## config.mk

```make
export PLATFORM = sky130hd
export DESIGN_NAME = speck32_64_block_cipher_unit_flat
export DESIGN_NICKNAME = d
export VERILOG_FILES = /design/src/hdl/speck_pkg.sv /design/src/hdl/speck_ifs.sv /design/src/hdl/speck_round.sv /design/src/hdl/speck_cfg.sv /design/src/hdl/speck_ctrl.sv /design/src/hdl/speck32_64_block_cipher_unit.sv /design/src/flat_wrapper.sv
export SDC_FILE = /design/constraint.sdc
export NUM_CORES = 1
export LEC_CHECK = 0
export BUFFER_PORTS_ARGS = -buffer_cell sky130_fd_sc_hd__buf_2
export CORE_UTILIZATION = 30
export CTS_CLUSTER_DIAMETER = 200
export DETAILED_ROUTE_END_ITERATION = 10
export REMOVE_ABC_BUFFERS = 1
export SYNTH_ARGS = -nofsm -noshare
export SYNTH_HDL_FRONTEND = slang
export SYNTH_SLANG_ARGS = --single-unit
```

## constraint.sdc

```tcl
create_clock -name clk -period 7 [get_ports clk]
set_input_delay 1.05 -clock clk [delete_from_list [all_inputs] [get_ports clk]]
set_output_delay 1.05 -clock clk [all_outputs]
set_load 0.005 [all_outputs]
```

## src/hdl/speck_pkg.sv

```systemverilog
// ----------------------------------------------------------------------------
// speck_pkg
// Shared types, constants and rotate helpers for the Speck32/64 cipher unit.
// ----------------------------------------------------------------------------
package speck_pkg;

  localparam int unsigned WORD_W     = 16;
  localparam int unsigned MAX_ROUNDS = 32;
  localparam int unsigned RK_AW      = $clog2(MAX_ROUNDS);
  localparam int unsigned CNT_W      = 6;
  localparam int unsigned ALPHA      = 7;
  localparam int unsigned BETA       = 2;
  localparam int unsigned CFG_IDX_W  = 3;

  localparam logic [CNT_W-1:0] RC_RESET  = CNT_W'(22);
  localparam logic [CNT_W-1:0] RC_MAX    = CNT_W'(MAX_ROUNDS);
  localparam logic [RK_AW-1:0] RK_LAST   = RK_AW'(MAX_ROUNDS - 1);

  // configuration register indexes
  localparam logic [CFG_IDX_W-1:0] REG_KEY0   = CFG_IDX_W'(0);
  localparam logic [CFG_IDX_W-1:0] REG_KEY1   = CFG_IDX_W'(1);
  localparam logic [CFG_IDX_W-1:0] REG_KEY2   = CFG_IDX_W'(2);
  localparam logic [CFG_IDX_W-1:0] REG_KEY3   = CFG_IDX_W'(3);
  localparam logic [CFG_IDX_W-1:0] REG_ROUNDS = CFG_IDX_W'(4);

  // operation select
  localparam logic OP_ENC = 1'b0;
  localparam logic OP_DEC = 1'b1;

  typedef logic [WORD_W-1:0] word_t;

  typedef enum logic [1:0] {
    ST_IDLE,
    ST_SCHED,
    ST_PREF,
    ST_RUN
  } state_t;

  // configuration state seen by the sequencer
  typedef struct packed {
    word_t            key0;
    word_t            key1;
    word_t            key2;
    word_t            key3;
    logic [CNT_W-1:0] rounds;
    logic             sched_ready;
  } cfg_t;

  function automatic word_t rotr(input word_t x, input int unsigned s);
    return (x >> s) | (x << (WORD_W - s));
  endfunction

  function automatic word_t rotl(input word_t x, input int unsigned s);
    return (x << s) | (x >> (WORD_W - s));
  endfunction

endpackage

```

## src/hdl/speck_ifs.sv

```systemverilog
// ----------------------------------------------------------------------------
// speck_ifs
// Valid/ready channel interfaces for input blocks, result blocks and config.
// ----------------------------------------------------------------------------
interface speck_in_if;
  logic        valid;
  logic        ready;
  logic        operation;
  logic [15:0] data_left;
  logic [15:0] data_right;

  modport source (output valid, output operation, output data_left, output data_right,
                  input ready);
  modport sink (input valid, input operation, input data_left, input data_right,
                output ready);
endinterface

interface speck_out_if;
  logic        valid;
  logic        ready;
  logic [15:0] result_left;
  logic [15:0] result_right;

  modport source (output valid, output result_left, output result_right, input ready);
  modport sink (input valid, input result_left, input result_right, output ready);
endinterface

interface speck_cfg_if;
  logic        valid;
  logic        ready;
  logic [2:0]  index;
  logic [15:0] data;

  modport source (output valid, output index, output data, input ready);
  modport sink (input valid, input index, input data, output ready);
endinterface

```

## src/hdl/speck_round.sv

```systemverilog
// ----------------------------------------------------------------------------
// speck_round
// Shared Speck round: forward round or inverse round on one word pair.
// ----------------------------------------------------------------------------
module speck_round
  import speck_pkg::*;
(
  input  logic  op,
  input  word_t x_in,
  input  word_t y_in,
  input  word_t key,
  output word_t x_out,
  output word_t y_out
);

  word_t fwd_a;
  word_t inv_b;
  word_t inv_a;

  // forward: a = (x ror 7 + y) ^ k, y = (y rol 2) ^ a
  assign fwd_a = (rotr(x_in, ALPHA) + y_in) ^ key;

  // inverse: b = (x ^ y) ror 2, a = (x ^ k) - b
  assign inv_b = rotr(x_in ^ y_in, BETA);
  assign inv_a = (x_in ^ key) - inv_b;

  always_comb begin
    if (op == OP_DEC) begin
      x_out = rotl(inv_a, ALPHA);
      y_out = inv_b;
    end else begin
      x_out = fwd_a;
      y_out = rotl(y_in, BETA) ^ fwd_a;
    end
  end

endmodule

```

## src/hdl/speck_cfg.sv

```systemverilog
// ----------------------------------------------------------------------------
// speck_cfg
// Key and round-count registers, and the schedule-valid flag.
// ----------------------------------------------------------------------------
module speck_cfg
  import speck_pkg::*;
(
  input  logic                 clk,
  input  logic                 rst_n,
  input  logic                 wr_en,
  input  logic [CFG_IDX_W-1:0] wr_idx,
  input  word_t                wr_data,
  input  logic                 sched_done,
  output cfg_t                 cfg
);

  word_t            key0_r, key0_nxt;
  word_t            key1_r, key1_nxt;
  word_t            key2_r, key2_nxt;
  word_t            key3_r, key3_nxt;
  logic [CNT_W-1:0] rounds_r, rounds_nxt;
  logic             sched_ready_r, sched_ready_nxt;

  // register write decode; a known register invalidates the schedule
  always_comb begin
    key0_nxt        = key0_r;
    key1_nxt        = key1_r;
    key2_nxt        = key2_r;
    key3_nxt        = key3_r;
    rounds_nxt      = rounds_r;
    sched_ready_nxt = sched_ready_r | sched_done;
    if (wr_en) begin
      unique case (wr_idx)
        REG_KEY0: begin
          key0_nxt        = wr_data;
          sched_ready_nxt = 1'b0;
        end
        REG_KEY1: begin
          key1_nxt        = wr_data;
          sched_ready_nxt = 1'b0;
        end
        REG_KEY2: begin
          key2_nxt        = wr_data;
          sched_ready_nxt = 1'b0;
        end
        REG_KEY3: begin
          key3_nxt        = wr_data;
          sched_ready_nxt = 1'b0;
        end
        REG_ROUNDS: begin
          rounds_nxt      = wr_data[CNT_W-1:0];
          sched_ready_nxt = 1'b0;
        end
        default: begin
          rounds_nxt = rounds_r;
        end
      endcase
    end
  end

  always_ff @(posedge clk) begin
    if (!rst_n) begin
      key0_r        <= '0;
      key1_r        <= '0;
      key2_r        <= '0;
      key3_r        <= '0;
      rounds_r      <= RC_RESET;
      sched_ready_r <= 1'b0;
    end else begin
      key0_r        <= key0_nxt;
      key1_r        <= key1_nxt;
      key2_r        <= key2_nxt;
      key3_r        <= key3_nxt;
      rounds_r      <= rounds_nxt;
      sched_ready_r <= sched_ready_nxt;
    end
  end

  assign cfg.key0        = key0_r;
  assign cfg.key1        = key1_r;
  assign cfg.key2        = key2_r;
  assign cfg.key3        = key3_r;
  assign cfg.rounds      = rounds_r;
  assign cfg.sched_ready = sched_ready_r;

endmodule

```

## src/hdl/speck_ctrl.sv

```systemverilog
// ----------------------------------------------------------------------------
// speck_ctrl
// Sequencer, round-key store and block datapath around one shared round unit.
// ----------------------------------------------------------------------------
module speck_ctrl
  import speck_pkg::*;
(
  input  logic  clk,
  input  logic  rst_n,
  input  cfg_t  cfg,
  output logic  sched_done,
  input  logic  in_valid,
  output logic  in_ready,
  input  logic  in_op,
  input  word_t in_left,
  input  word_t in_right,
  output logic  out_valid,
  input  logic  out_ready,
  output word_t out_left,
  output word_t out_right
);

  state_t           state_r, state_nxt;
  logic [CNT_W-1:0] cnt_r, cnt_nxt;
  logic             out_valid_r, out_valid_nxt;
  logic             op_r;
  word_t            dl_r, dr_r;
  word_t            sl0_r, sl1_r, sl2_r, kcur_r;
  word_t            res_l_r, res_r_r;
  word_t            rd_r;
  word_t            store [MAX_ROUNDS];

  logic             accept;
  logic             sched_last;
  logic             run_last;
  logic             finish;
  logic             no_rounds;
  logic [CNT_W-1:0] n_rounds;
  logic [CNT_W-1:0] n_last;
  logic [CNT_W-1:0] dec_idx;
  logic [RK_AW-1:0] rd_addr;
  logic             rd_op;
  logic             rnd_op;
  word_t            rnd_x, rnd_y, rnd_k;
  word_t            rnd_xo, rnd_yo;

  // effective round count, saturated to the store depth
  assign n_rounds  = (cfg.rounds > RC_MAX) ? RC_MAX : cfg.rounds;
  assign n_last    = n_rounds - CNT_W'(1);
  assign no_rounds = (n_rounds == '0);

  assign accept     = in_valid && in_ready;
  assign sched_last = (state_r == ST_SCHED) && (cnt_r[RK_AW-1:0] == RK_LAST);
  assign run_last   = no_rounds || (cnt_r == n_last);
  assign finish     = (state_r == ST_RUN) && run_last && (!out_valid_r || out_ready);

  // next state
  always_comb begin
    state_nxt = state_r;
    unique case (state_r)
      ST_IDLE: begin
        if (in_valid) state_nxt = cfg.sched_ready ? ST_RUN : ST_SCHED;
      end
      ST_SCHED: begin
        if (sched_last) state_nxt = ST_PREF;
      end
      ST_PREF: begin
        state_nxt = ST_RUN;
      end
      ST_RUN: begin
        if (finish) state_nxt = ST_IDLE;
      end
      default: begin
        state_nxt = ST_IDLE;
      end
    endcase
  end

  // outputs of the sequencer
  always_comb begin
    in_ready   = 1'b0;
    sched_done = 1'b0;
    unique case (state_r)
      ST_IDLE:  in_ready   = 1'b1;
      ST_SCHED: sched_done = sched_last;
      ST_PREF:  in_ready   = 1'b0;
      ST_RUN:   in_ready   = 1'b0;
      default:  in_ready   = 1'b0;
    endcase
  end

  // round / schedule index
  always_comb begin
    cnt_nxt = '0;
    case (state_r)
      ST_SCHED: cnt_nxt = sched_last ? '0 : cnt_r + CNT_W'(1);
      ST_RUN: begin
        if (!run_last)   cnt_nxt = cnt_r + CNT_W'(1);
        else if (finish) cnt_nxt = '0;
        else             cnt_nxt = cnt_r;
      end
      default: cnt_nxt = '0;
    endcase
  end

  // key read address follows the next index, so the registered key is ready once that index is current
  assign rd_op   = accept ? in_op : op_r;
  assign dec_idx = n_last - cnt_nxt;
  assign rd_addr = (rd_op == OP_DEC) ? dec_idx[RK_AW-1:0] : cnt_nxt[RK_AW-1:0];

  // shared round unit input select
  always_comb begin
    if (state_r == ST_SCHED) begin
      rnd_op = OP_ENC;
      rnd_x  = sl0_r;
      rnd_y  = kcur_r;
      rnd_k  = {{(WORD_W-RK_AW){1'b0}}, cnt_r[RK_AW-1:0]};
    end else begin
      rnd_op = op_r;
      rnd_x  = dl_r;
      rnd_y  = dr_r;
      rnd_k  = rd_r;
    end
  end

  speck_round u_round (
    .op    (rnd_op),
    .x_in  (rnd_x),
    .y_in  (rnd_y),
    .key   (rnd_k),
    .x_out (rnd_xo),
    .y_out (rnd_yo)
  );

  // round-key store
  always_ff @(posedge clk) begin
    if (state_r == ST_SCHED) store[cnt_r[RK_AW-1:0]] <= kcur_r;
    rd_r <= store[rd_addr];
  end

  // block and schedule datapath
  always_ff @(posedge clk) begin
    if (accept) begin
      op_r   <= in_op;
      dl_r   <= in_left;
      dr_r   <= in_right;
      sl0_r  <= cfg.key2;
      sl1_r  <= cfg.key1;
      sl2_r  <= cfg.key0;
      kcur_r <= cfg.key3;
    end else if (state_r == ST_SCHED) begin
      sl0_r  <= sl1_r;
      sl1_r  <= sl2_r;
      sl2_r  <= rnd_xo;
      kcur_r <= rnd_yo;
    end else if ((state_r == ST_RUN) && !run_last) begin
      dl_r <= rnd_xo;
      dr_r <= rnd_yo;
    end
  end

  // result register
  always_ff @(posedge clk) begin
    if (finish) begin
      res_l_r <= no_rounds ? dl_r : rnd_xo;
      res_r_r <= no_rounds ? dr_r : rnd_yo;
    end
  end

  always_comb begin
    out_valid_nxt = out_valid_r;
    if (out_ready) out_valid_nxt = 1'b0;
    if (finish)    out_valid_nxt = 1'b1;
  end

  // control state
  always_ff @(posedge clk) begin
    if (!rst_n) begin
      state_r     <= ST_IDLE;
      cnt_r       <= '0;
      out_valid_r <= 1'b0;
    end else begin
      state_r     <= state_nxt;
      cnt_r       <= cnt_nxt;
      out_valid_r <= out_valid_nxt;
    end
  end

  assign out_valid = out_valid_r;
  assign out_left  = res_l_r;
  assign out_right = res_r_r;

endmodule

```

## src/hdl/speck32_64_block_cipher_unit.sv

```systemverilog
// an item with n = min(round_count, 32) rounds runs them one after another through
//   one shared round unit; with n = 0 the input words pass through unchanged
// after a key or round-count write the first item first runs the key schedule
//   through the same round unit, then its rounds
// a new item is taken only in idle, once the last one's rounds are done; a finished word
//   may wait in the output register, stalling the last round of the next item
// reset: synchronous active-low rst_n; key words clear, round_count 22, schedule invalid
// ----------------------------------------------------------------------------
// speck32_64_block_cipher_unit
// Speck32/64 encrypt/decrypt engine with on-chip key schedule.
// ----------------------------------------------------------------------------
module speck32_64_block_cipher_unit
  import speck_pkg::*;
(
  input  logic        clk,
  input  logic        rst_n,
  speck_in_if.sink    in_if,
  speck_out_if.source out_if,
  speck_cfg_if.sink   cfg_if
);

  cfg_t cfg;
  logic sched_done;

  // configuration port never stalls
  assign cfg_if.ready = 1'b1;

  speck_cfg u_cfg (
    .clk        (clk),
    .rst_n      (rst_n),
    .wr_en      (cfg_if.valid),
    .wr_idx     (cfg_if.index),
    .wr_data    (cfg_if.data),
    .sched_done (sched_done),
    .cfg        (cfg)
  );

  speck_ctrl u_ctrl (
    .clk        (clk),
    .rst_n      (rst_n),
    .cfg        (cfg),
    .sched_done (sched_done),
    .in_valid   (in_if.valid),
    .in_ready   (in_if.ready),
    .in_op      (in_if.operation),
    .in_left    (in_if.data_left),
    .in_right   (in_if.data_right),
    .out_valid  (out_if.valid),
    .out_ready  (out_if.ready),
    .out_left   (out_if.result_left),
    .out_right  (out_if.result_right)
  );

endmodule

```

## src/flat_wrapper.sv

```systemverilog
// flat-port wrapper written by rule: the top's interface ports become plain ports
module speck32_64_block_cipher_unit_flat import speck_pkg::*;
  (clk, rst_n, in_if_valid, in_if_operation, in_if_data_left, in_if_data_right, in_if_ready, out_if_valid, out_if_result_left, out_if_result_right, out_if_ready, cfg_if_valid, cfg_if_index, cfg_if_data, cfg_if_ready);
  speck_in_if in_if_i ();
  speck_out_if out_if_i ();
  speck_cfg_if cfg_if_i ();
  input  logic clk;
  input  logic rst_n;
  input wire logic [$bits(in_if_i.valid)-1:0] in_if_valid;
  input wire logic [$bits(in_if_i.operation)-1:0] in_if_operation;
  input wire logic [$bits(in_if_i.data_left)-1:0] in_if_data_left;
  input wire logic [$bits(in_if_i.data_right)-1:0] in_if_data_right;
  output wire logic [$bits(in_if_i.ready)-1:0] in_if_ready;
  output wire logic [$bits(out_if_i.valid)-1:0] out_if_valid;
  output wire logic [$bits(out_if_i.result_left)-1:0] out_if_result_left;
  output wire logic [$bits(out_if_i.result_right)-1:0] out_if_result_right;
  input wire logic [$bits(out_if_i.ready)-1:0] out_if_ready;
  input wire logic [$bits(cfg_if_i.valid)-1:0] cfg_if_valid;
  input wire logic [$bits(cfg_if_i.index)-1:0] cfg_if_index;
  input wire logic [$bits(cfg_if_i.data)-1:0] cfg_if_data;
  output wire logic [$bits(cfg_if_i.ready)-1:0] cfg_if_ready;
  assign in_if_i.valid = in_if_valid;
  assign in_if_i.operation = in_if_operation;
  assign in_if_i.data_left = in_if_data_left;
  assign in_if_i.data_right = in_if_data_right;
  assign in_if_ready = in_if_i.ready;
  assign out_if_valid = out_if_i.valid;
  assign out_if_result_left = out_if_i.result_left;
  assign out_if_result_right = out_if_i.result_right;
  assign out_if_i.ready = out_if_ready;
  assign cfg_if_i.valid = cfg_if_valid;
  assign cfg_if_i.index = cfg_if_index;
  assign cfg_if_i.data = cfg_if_data;
  assign cfg_if_ready = cfg_if_i.ready;
  speck32_64_block_cipher_unit u_core (.clk(clk), .rst_n(rst_n), .in_if(in_if_i), .out_if(out_if_i), .cfg_if(cfg_if_i));
endmodule
```

Word-level counts from Yosys, hierarchy flattened

Memories as Yosys holds them, arrays and structs flattened. A register that Yosys moved wholly into a read port is not among the register bits.
Cells that the tools add are included.

Register bits after elaboration: 209
Latch bits: 0
Bits in writable memories: 512
ROM bits: 0
Input bits: 57
Output and inout bits: 35
Logic and storage cells: 112
Memories: 1

Add/sub/neg operators: 5
Multiply operators: 0
Divide/modulo/power cells: 0
Magnitude comparators: 1
Equality and inequality tests: 13
Shift operators: 0
Muxes and demuxes: 42
Bitwise logic cells: 9
Reduce and logical (&&, ||, !) cells: 23

Memories:

| memory              | words | bits a word | read ports | clocked after memory_dff | write ports | line             | text |
|---|---|---|---|---|---|---|---|
| u_core.u_ctrl.store | 32    | 16          | 1          | 1                        | 1           | speck_ctrl.sv:31 | `word_t store [MAX_ROUNDS];` |

Operators with widths:

| kind                  | number |
|---|---|
| $mux W16              | 21 |
| $xor A16 B16 Y16      | 4 |
| $mux W6               | 4 |
| $add A16 B16 Y16      | 1 |
| $or A14 B16 Y16       | 1 |
| $or A16 B2 Y16        | 1 |
| $or A16 B7 Y16        | 1 |
| $or A9 B16 Y16        | 1 |
| $sub A16 B16 Y16      | 1 |
| $pmux W6 S2           | 1 |
| $reduce_and A2 Y1     | 6 |
| $mux W1               | 10 |
| $mux W2               | 4 |
| $ne A2 B2 Y1 const B  | 4 |
| $pmux W2 S4           | 1 |
| $add A6 B1 Y6 const B | 1 |
| $eq A3 B2 Y1 const B  | 2 |
| $eq A6 B6 Y1          | 1 |
| $gt A6 B6 Y1 const B  | 1 |
| $logic_not A6 Y1      | 1 |
| $reduce_bool A2 Y1    | 3 |
| $sub A6 B1 Y6 const B | 1 |
| $eq A5 B5 Y1 const B  | 1 |
| $logic_and A1 B1 Y1   | 5 |
| 13 further kinds      | 16 |

Logic depth before layout (Yosys ltp)

Gate-level depths: netlist of the first run.

Word-level depth: 12
Depth in mapped cells: 23
Mapped depth without buffers: 19

By module

A second synthesis of the first run with hierarchy kept.

Cell total of the unflattened synthesis: 2639
Area total of the unflattened synthesis: 33059.2 µm²

Modules (own cells, without submodules):

| module                       | instances | cells each | area an instance (µm²) | seq. area each (µm²) |
|---|---|---|---|---|
| speck_ctrl                   | 1         | 2077       | 28050.7                | 19738.9 |
| speck_cfg                    | 1         | 258        | 2651.3                 | 1421.4 |
| speck_round                  | 1         | 302        | 2346.0                 | 0.0 |
| speck32_64_block_cipher_unit | 1         | 2          | 11.3                   | 0.0 |

Worst setup path after synthesis of the first run

No wires, ideal clock.

Path kind: register to register
Start point: reg u_core.u_ctrl.state_r[1]
End point: reg u_core.u_ctrl.dl_r[14], data pin
Setup time: 260 ps
Arrival: 4646 ps
Required time: 6740 ps
Setup slack: 2095 ps
Cell stages (with the launch flop): 20
Buffers on the path: 3
Period minus slack after synthesis: 4905 ps
Path through: dfxtp_1 inv_1 ha_1 clkbuf_1 buf_1 clkbuf_1 mux2i_1 inv_1 ha_1 fa_1 a21o_1 a21oi_1 o21bai_1 a21o_1 a21o_1 a211o_1 a2111oi_0 nand4bb_1 mux2i_1 mux2_2

Word-level cells in the longest chain between the ends: 10
Elaborated cells on any way between the ends: 20
Those cells by class: add/sub (2); eq/ne (1); mux (9); bitwise (6); reduce/logical (2)

RTL lines:

| item                     | line              | text |
|---|---|---|
| start: declaration       | speck_ctrl.sv:23  | `state_t state_r, state_nxt;` |
| start signal: assignment | speck_ctrl.sv:183 | `state_r <= state_nxt;` |
| $eq A2 B1 Y1             | speck_ctrl.sv:113 | `if (state_r == ST_SCHED) begin` |
| $mux W16                 | speck_ctrl.sv:113 |  |
| $xor A16 B16 Y16         | speck_round.sv:24 | `assign inv_b = rotr(x_in ^ y_in, BETA);` |
| $or A14 B16 Y16          | speck_pkg.sv:50   | `return (x >> s) \| (x << (WORD_W - s));` |
| $sub A16 B16 Y16         | speck_round.sv:25 | `assign inv_a = (x_in ^ key) - inv_b;` |
| $or A16 B7 Y16           | speck_pkg.sv:54   | `return (x << s) \| (x >> (WORD_W - s));` |
| $mux W16                 | speck_round.sv:28 | `if (op == OP_DEC) begin` |
| $mux W16                 | speck_ctrl.sv:156 | `end else if ((state_r == ST_RUN) && !run_last) begin` |
| $mux W16                 | speck_ctrl.sv:151 | `end else if (state_r == ST_SCHED) begin` |
| $mux W16 (*)             | speck_ctrl.sv:143 | `if (accept) begin` |
| end signal: assignment   | speck_ctrl.sv:145 | `dl_r <= in_left;` |
| end signal: assignment   | speck_ctrl.sv:157 | `dl_r <= rnd_xo;` |
| end: declaration         | speck_ctrl.sv:27  | `word_t dl_r, dr_r;` |

Mark *: on every way between the ends. The rest lies on a longest branch, timed or not. The select of a mux whose other input is x is not followed.
A chain may end at the register's enable or synchronous reset.

Final worst setup path of the first run

Start point: reg u_core.u_cfg.rounds_r[5]
End point: reg u_core.u_ctrl.rd_r[0], read port of u_core.u_ctrl.store

Word-level cells in the longest chain between the ends: 12
Elaborated cells on any way between the ends: 13
Those cells by class: add/sub (2); order compare (1); eq/ne (1); mux (5); reduce/logical (4)

RTL lines:

| item                              | line              | text |
|---|---|---|
| start: declaration                | speck_cfg.sv:21   | `logic [CNT_W-1:0] rounds_r, rounds_nxt;` |
| start signal: assignment          | speck_cfg.sv:74   | `rounds_r <= rounds_nxt;` |
| $gt A6 B6 Y1                      | speck_ctrl.sv:48  | `assign n_rounds = (cfg.rounds > RC_MAX) ? RC_MAX : cfg.rounds;` |
| $mux W6 (*)                       | speck_ctrl.sv:48  |  |
| $sub A6 B1 Y6                     | speck_ctrl.sv:49  | `assign n_last = n_rounds - CNT_W'(1);` |
| $eq A6 B6 Y1                      | speck_ctrl.sv:54  | `assign run_last = no_rounds \|\| (cnt_r == n_last);` |
| $logic_or A1 B1 Y1 (*)            | speck_ctrl.sv:54  |  |
| $logic_and A1 B1 Y1 (2 in series) | speck_ctrl.sv:55  | `assign finish = (state_r == ST_RUN) && run_last && (!out_valid_r \|\| out_ready);` |
| $mux W6                           | speck_ctrl.sv:99  | `else if (finish) cnt_nxt = '0;` |
| $mux W6 (*)                       | speck_ctrl.sv:98  | `if (!run_last) cnt_nxt = cnt_r + CNT_W'(1);` |
| $pmux W6 S2 (*)                   | speck_ctrl.sv:95  | `case (state_r)` |
| via u_core.u_ctrl.cnt_nxt[0]      | speck_ctrl.sv:24  | `logic [CNT_W-1:0] cnt_r, cnt_nxt;` |
| $sub A5 B5 Y5                     | speck_ctrl.sv:108 | `assign dec_idx = n_last - cnt_nxt;` |
| $mux W5 (*)                       | speck_ctrl.sv:109 | `assign rd_addr = (rd_op == OP_DEC) ? dec_idx[RK_AW-1:0] : cnt_nxt[RK_AW-1:0];` |
| end: declaration                  | speck_ctrl.sv:30  | `word_t rd_r;` |

The timed path passes the listed nets; every way through them passes the cells marked *.

==> results by group, run 1 <==
Global routing
  • Global-route usage over all layers: 0.156
  • Pin count of the biggest net entering global routing: 95
  • Initial antenna violation count: 5
  • Vias in the first global route: 19400
  • Grt ovf: 0
  • First-pass GRT wire length: 128000 um

Logic synthesis
  • Mapped Area: 32700 um^2
  • Count leader, synth: edfxtp_1
  • Post-synthesis sequential area ratio: 0.647
  • Synth area leaders: edfxtp_1, mux2i_1, dfxtp_1, nand2_1, xnor2_1
  • YS warnings: 0
  • Most instantiated cells after synthesis: edfxtp_1, mux2i_1, nand2_1, nor2_1, a21oi_1
  • Yosys top cell by area: edfxtp_1
  • Distinct cells, synth: 73
  • Synthesis-stage register bit count: 737
  • Syn Inst Count: 2416
  • Top cell type's share of synthesized area: 0.588
  • Syn Area/Cell: 13.5 um^2
  • Top_reg_cell synth: edfxtp_1
  • Post-synth EDFFs: 640
  • Share of flip-flops with an asynchronous set or reset: 0

STA
  • Slew margin rel.: 0.228
  • Worst Slack Setup Final: 0.839 ns
  • FMAX: 0.162 GHz
  • Worst-margin pin slew: 1.16 ns
  • Final Skew: 0.0280 ns
  • Final period util: 0.880
  • Final Max Slew Viols: 0
  • Min cycle time layout: 6.16 ns
  • RSZ-0062 raised after global routing: no
  • Setup violators final: 0
  • Hold Fails Final Rpt: 0

Run status
  • Status: complete, no violations

Cells and area
  • Max reg flops: 512
  • Synth-to-Final Area Change: 14.9%
  • Fillers: 10500
  • Flip-flop and latch area: 21200 um^2
  • Multi-input combinational cell area: 10800 um^2
  • Share of layout cells above drive strength 1: 0.127
  • Fin nets: 2643

Floorplan
  • Die Y: 332 um
  • Num rows: 120
  • Core area: 108000 um^2
  • Initial core utilization: 0.304
  • Number of placed I/O pins: 92
  • Die area: 110000 um^2
  • Die W: 332 um

Critical path
  • CP max FO: 16
  • Worst-path cell chain: nand2b_1 -> ha_1 -> or4b_4 -> o311ai_4 -> xnor2_1 -> o41ai_4 -> a21oi_1 -> a21oi_1 -> ha_1 -> inv_1 -> fa_1 -> a21o_1 -> a21oi_1 -> xnor2_1 -> nor2_1 -> xnor2_2 -> nand3_1 -> o22ai_1 -> nor4_1
  • Slowest cell delay on critical path: 0.80 ns
  • Most used cell, CP: a21oi_1
  • Crit path buffers/inverters: 1
  • Setup slack, reg-to-reg: 0.84 ns
  • Critical Path End Type: flop
  • Worst Path Required: 7.49 ns
  • CP startpoint kind: flop
  • Top delay family on crit path: compound AO/OA/AOI/OAI gates
  • Setup CP Type: reg -> reg
  • Crit-path slowest cell: nand3_1
  • CP arrival: 6.65 ns

Clock tree
  • Hold-fix buffers, CTS: 0
  • Later-pin clock latency in the skew report: 0.63 ns
  • Clock buffer depth: 3
  • CTS tree: built
  • # resized after CTS: 0
  • Worst-path clk slew: 0.06 ns
  • Cts bufs inserted: 80
  • Post-CTS Setup Bufs: 0
  • CTS sink count: 737
  • Clock root buffer: clkbuf_16
  • H-tree depth: 3

Detailed routing
  • Final WL: 87400 um
  • Post-route ant nets: 0
  • Drt pass-1 iters: 7
  • Total number of vias: 19800
  • Drt wl/cell: 21.8 um
  • Vias per cell: 4.94
  • # DRC: 0
  • Initial DRC Count: 1335

Placed design
  • Worst slack, placed: 0.783 ns
  • DP HPWL: 57200 um
  • Port bufs: 90
  • Final Wtd Congestion: 0.897

Flow run
  • MaxCap Viol Count: 0

Hold path
  • Worst hold path class: reg -> reg
-- per-layer routing --
metal / vias to the layer above / routed length, um / global-route usage
li1: 9221 / - / -
met1: 9915 / 39000 / 0.212
met2: 568 / 40700 / 0.250
met4: 2 / 2090 / 0.0433
met3: 117 / 5690 / 0.0311
met5: - / 12 / 0
-- placed cells by master (no fill, tap or decap), types with 6 or more instances in the layout --
cell,count
dfxtp_1,97
xor2_1,14
or3_1,15
clkbuf_1,21
o21ai_0,46
o21a_1,23
and2_1,6
nand3_1,19
buf_4,71
o22ai_1,56
nor3_1,21
buf_2,90
o211ai_1,8
clkbuf_16,81
mux2i_1,433
nor2b_1,15
nand2_1,306
ha_1,43
mux2_2,14
clkinv_1,12
nor4_1,22
a21oi_1,109
inv_1,52
a31oi_1,8
clkinv_2,12
nand3b_1,7
and3_1,13
xnor2_1,70
nand2b_1,13
a211oi_1,8
edfxtp_1,640
a21o_1,30
nor2_1,117
a221o_1,6
o22ai_2,10
bufinv_16,6
-- through the flow --
stage | hold slack, ns | instances | util | setup TNS (ns) | instance area [um^2]
2_1_floorplan | 0.434 | 2293 | - | -399.80 | 32100
3_3_place_gp | 0.441 | 3860 | 0.325 | 0 | 35000
3_5_place_dp | 0.447 | 3860 | 0.325 | 0 | 35000
4_1_cts | 0.455 | 4008 | 0.349 | 0 | 37500
5_1_grt | 0.475 | 4008 | 0.349 | 0 | 37500
6_report | 0.454 | 4009 | 0.349 | 0 | 37500
-- logic make-up after synthesis --
kind of cell	synth area share
flops	0.647
simple gates	0.0773
mux	0.137
compound gates	0.0686
buf+inv	0.0246
xor+xnor	0.0258
fa+ha+maj	0.0187
other cells	0.000115
-- final timing paths --
kind,start,endpoint,cells after the start
setup reg to reg,u_core.u_cfg.rounds_r[5],u_core.u_ctrl.rd_r[0],19
setup / recovery,u_core.u_cfg.rounds_r[5],u_core.u_ctrl.rd_r[0],19
hold reg to reg,u_core.u_cfg.key1_r[15],u_core.u_cfg.key1_r[15],2
hold / removal,u_core.u_cfg.key1_r[15],u_core.u_cfg.key1_r[15],2
-- worst reg2reg max path, delay by kind of cell (launching register included) --
kind            cells  cell delay (ns)
compound gates      7             2.10
xor+xnor            3             0.70
fa+ha+maj           3             0.93
buf+inv             1             0.06
flops               1             0.50
simple gates        5             1.73
-- cell type report --
class                           instances  share of cell area
Sequential cell                       737               0.564
Multi-Input combinational cell       1503               0.288
Clock buffer                          107              0.0579
Tap cell                             1403              0.0468
Timing Repair Buffer                  164              0.0278
Clock inverter                         41              0.0107
Inverter                               53             0.00530
Antenna cell                            1           0.0000667
Power of run 1 is not shown: default switching activity piles up to over one toggle a cycle in this logic, so the estimate is an artifact.
==> run 2: changes to the inputs <==
RECOVER_POWER = 25   (was unset)
==> run 2 against run 1 <==
Against the previous run:
- the run now ends with max-capacitance violations, max-slew violations left
- sequential share of layout area rose by 0.068 points
- maximum frequency down 0.53%
- final cell count stayed put
- setup slack got worse by 0.033 ns
- clock-buffer cell count unchanged
- design area is 0.12% lower
- global-route usage unchanged
- clock skew up 0.0023 ns
- worst hold slack about the same
- sequential cell count did not move
- utilization hardly changed
- routed wire length hardly changed
==> results by group, run 2 (same netlist as run 1, synthesis figures left out) <==
Run status
  • Status: complete, but fails checks
  • Failing checks: max-capacitance violations, max-slew violations

Critical path
  • R2r endpoint: u_core.u_ctrl.rd_r[0]
  • Crit-path slowest cell: nand3_1
  • Top delay family on crit path: compound AO/OA/AOI/OAI gates
  • CP max FO: 16
  • Worst Path Required: 7.49 ns
  • CP arrival: 6.68 ns
  • Worst-path cell chain: nand2b_1 -> ha_1 -> or4b_4 -> o311ai_4 -> xnor2_1 -> o41ai_4 -> a21oi_1 -> a21oi_1 -> ha_1 -> inv_1 -> fa_1 -> a21o_1 -> a21oi_1 -> xnor2_1 -> nor2_1 -> xnor2_2 -> nand3_1 -> o22ai_1 -> nor4_1
  • Crit path buffers/inverters: 1
  • Slowest cell delay on critical path: 0.78 ns
  • Most used cell, CP: a21oi_1
  • Worst R2R Path Depth: 19
  • Setup slack, reg-to-reg: 0.81 ns
  • Critical Path End Type: flop
  • RR Startpoint: u_core.u_cfg.rounds_r[5]
  • Setup CP Type: reg -> reg
  • CP startpoint kind: flop

Floorplan
  • Die W: 332 um
  • Num rows: 120
  • Die area: 110000 um^2
  • Number of placed I/O pins: 92
  • Core area: 108000 um^2
  • Die Y: 332 um
  • Initial core utilization: 0.304

Flow run
  • MaxCap Viol Count: 12

STA
  • Worst-margin pin slew: 2.01 ns
  • Setup violators final: 0
  • Hold Fails Final Rpt: 0
  • Setup_tns: 0 ns
  • Final Max Slew Viols: 409
  • Worst Slack Setup Final: 0.806 ns
  • FMAX: 0.161 GHz
  • Final Skew: 0.0303 ns
  • RSZ-0062 raised after global routing: no
  • Final period util: 0.885
  • Min cycle time layout: 6.19 ns
  • Slew margin rel.: -0.341

Clock tree
  • Cts bufs inserted: 80
  • Clock root buffer: clkbuf_16
  • H-tree depth: 3
  • Post-CTS Setup Bufs: 0
  • CTS sink count: 737
  • Later-pin clock latency in the skew report: 0.63 ns
  • CTS tree: built
  • Hold-fix buffers, CTS: 0
  • Worst-path clk slew: 0.06 ns
  • # resized after CTS: 0
  • Clock buffer depth: 3

Global routing
  • Vias in the first global route: 19400
  • Global-route usage over all layers: 0.156
  • Grt ovf: 0
  • First-pass GRT wire length: 128000 um
  • Pin count of the biggest net entering global routing: 95
  • Initial antenna violation count: 5

Detailed routing
  • Vias per cell: 4.95
  • Drt wl/cell: 21.8 um
  • Drt pass-1 iters: 7
  • Final WL: 87500 um
  • # DRC: 0
  • Post-route ant nets: 0
  • Initial DRC Count: 1379
  • Total number of vias: 19800

Hold path
  • Endpoint, Worst Hold: u_core.u_cfg.key1_r[13]
  • Worst hold path class: reg -> reg
  • Min-Delay Path Depth: 2
  • Hold Startpoint: u_core.u_cfg.key1_r[13]

Placed design
  • Worst slack, placed: 0.783 ns
  • Final Wtd Congestion: 0.897
  • DP HPWL: 57200 um
  • Port bufs: 90
  • Placed Area: 35000 um^2

Cells and area
  • Post-route cell area: 37500 um^2
  • Most frequent cells in the layout: edfxtp_1, mux2i_1, nand2_1, nor2_1, a21oi_1
  • Core Util, Final: 0.349
  • Fillers: 10500
  • Commonest non-fill, non-tap cell in the layout: edfxtp_1
  • Synth-to-Final Area Change: 14.7%
  • Max reg flops: 512
  • Fin nets: 2643
  • Share of layout cells above drive strength 1: 0.122
[run 2: per-layer routing]
layer | global-route usage | wire length (um)
met1 | 0.212 | 39200
met5 | 0 | 12
met2 | 0.250 | 40500
met4 | 0.0433 | 2210
met3 | 0.0311 | 5530
[run 2: worst max path at each step]
| stage | start | to | slack, ns | depth (start not counted) |
|---|---|---|---|---|
| final | u_core.u_cfg.rounds_r[5] | u_core.u_ctrl.rd_r[0] | 0.81 | 19 |
| after CTS | u_core.u_cfg.rounds_r[5] | u_core.u_ctrl.rd_r[4] | 0.80 | 19 |
| after floorplan | in_if_valid | u_core.u_ctrl.rd_r[10] | -25.01 | 8 |
| after detailed placement | u_core.u_cfg.rounds_r[5] | u_core.u_ctrl.rd_r[4] | 0.78 | 19 |
| after global placement | u_core.u_cfg.rounds_r[5] | u_core.u_ctrl.rd_r[4] | 0.84 | 19 |
| after global routing | u_core.u_cfg.rounds_r[5] | u_core.u_ctrl.rd_r[4] | 0.37 | 19 |
[run 2: final cells by class]
cell class	count	area, um^2	share of cell area
Antenna cell	1	2.50	0.0000667
Clock buffer	107	2170	0.0580
Tap cell	1403	1760	0.0468
Sequential cell	737	21200	0.564
Clock inverter	41	402	0.0107
Inverter	53	199	0.00531
Timing Repair Buffer	164	998	0.0266
Multi-Input combinational cell	1503	10800	0.288
[run 2: worst min-delay path, cell delays in order (launching register included)]
cell	delay, ns
dfxtp_1	0.31
nand2_1	0.05
a21oi_1	0.05
[run 2: through the flow]
stage,instances,hold WS [ns]
final,4009,0.454
after floorplan,2293,0.434
after global placement,3860,0.441
after global routing,4008,0.475
after CTS,4008,0.455
after detailed placement,3860,0.447
Power of run 2 is left out for the same reason.
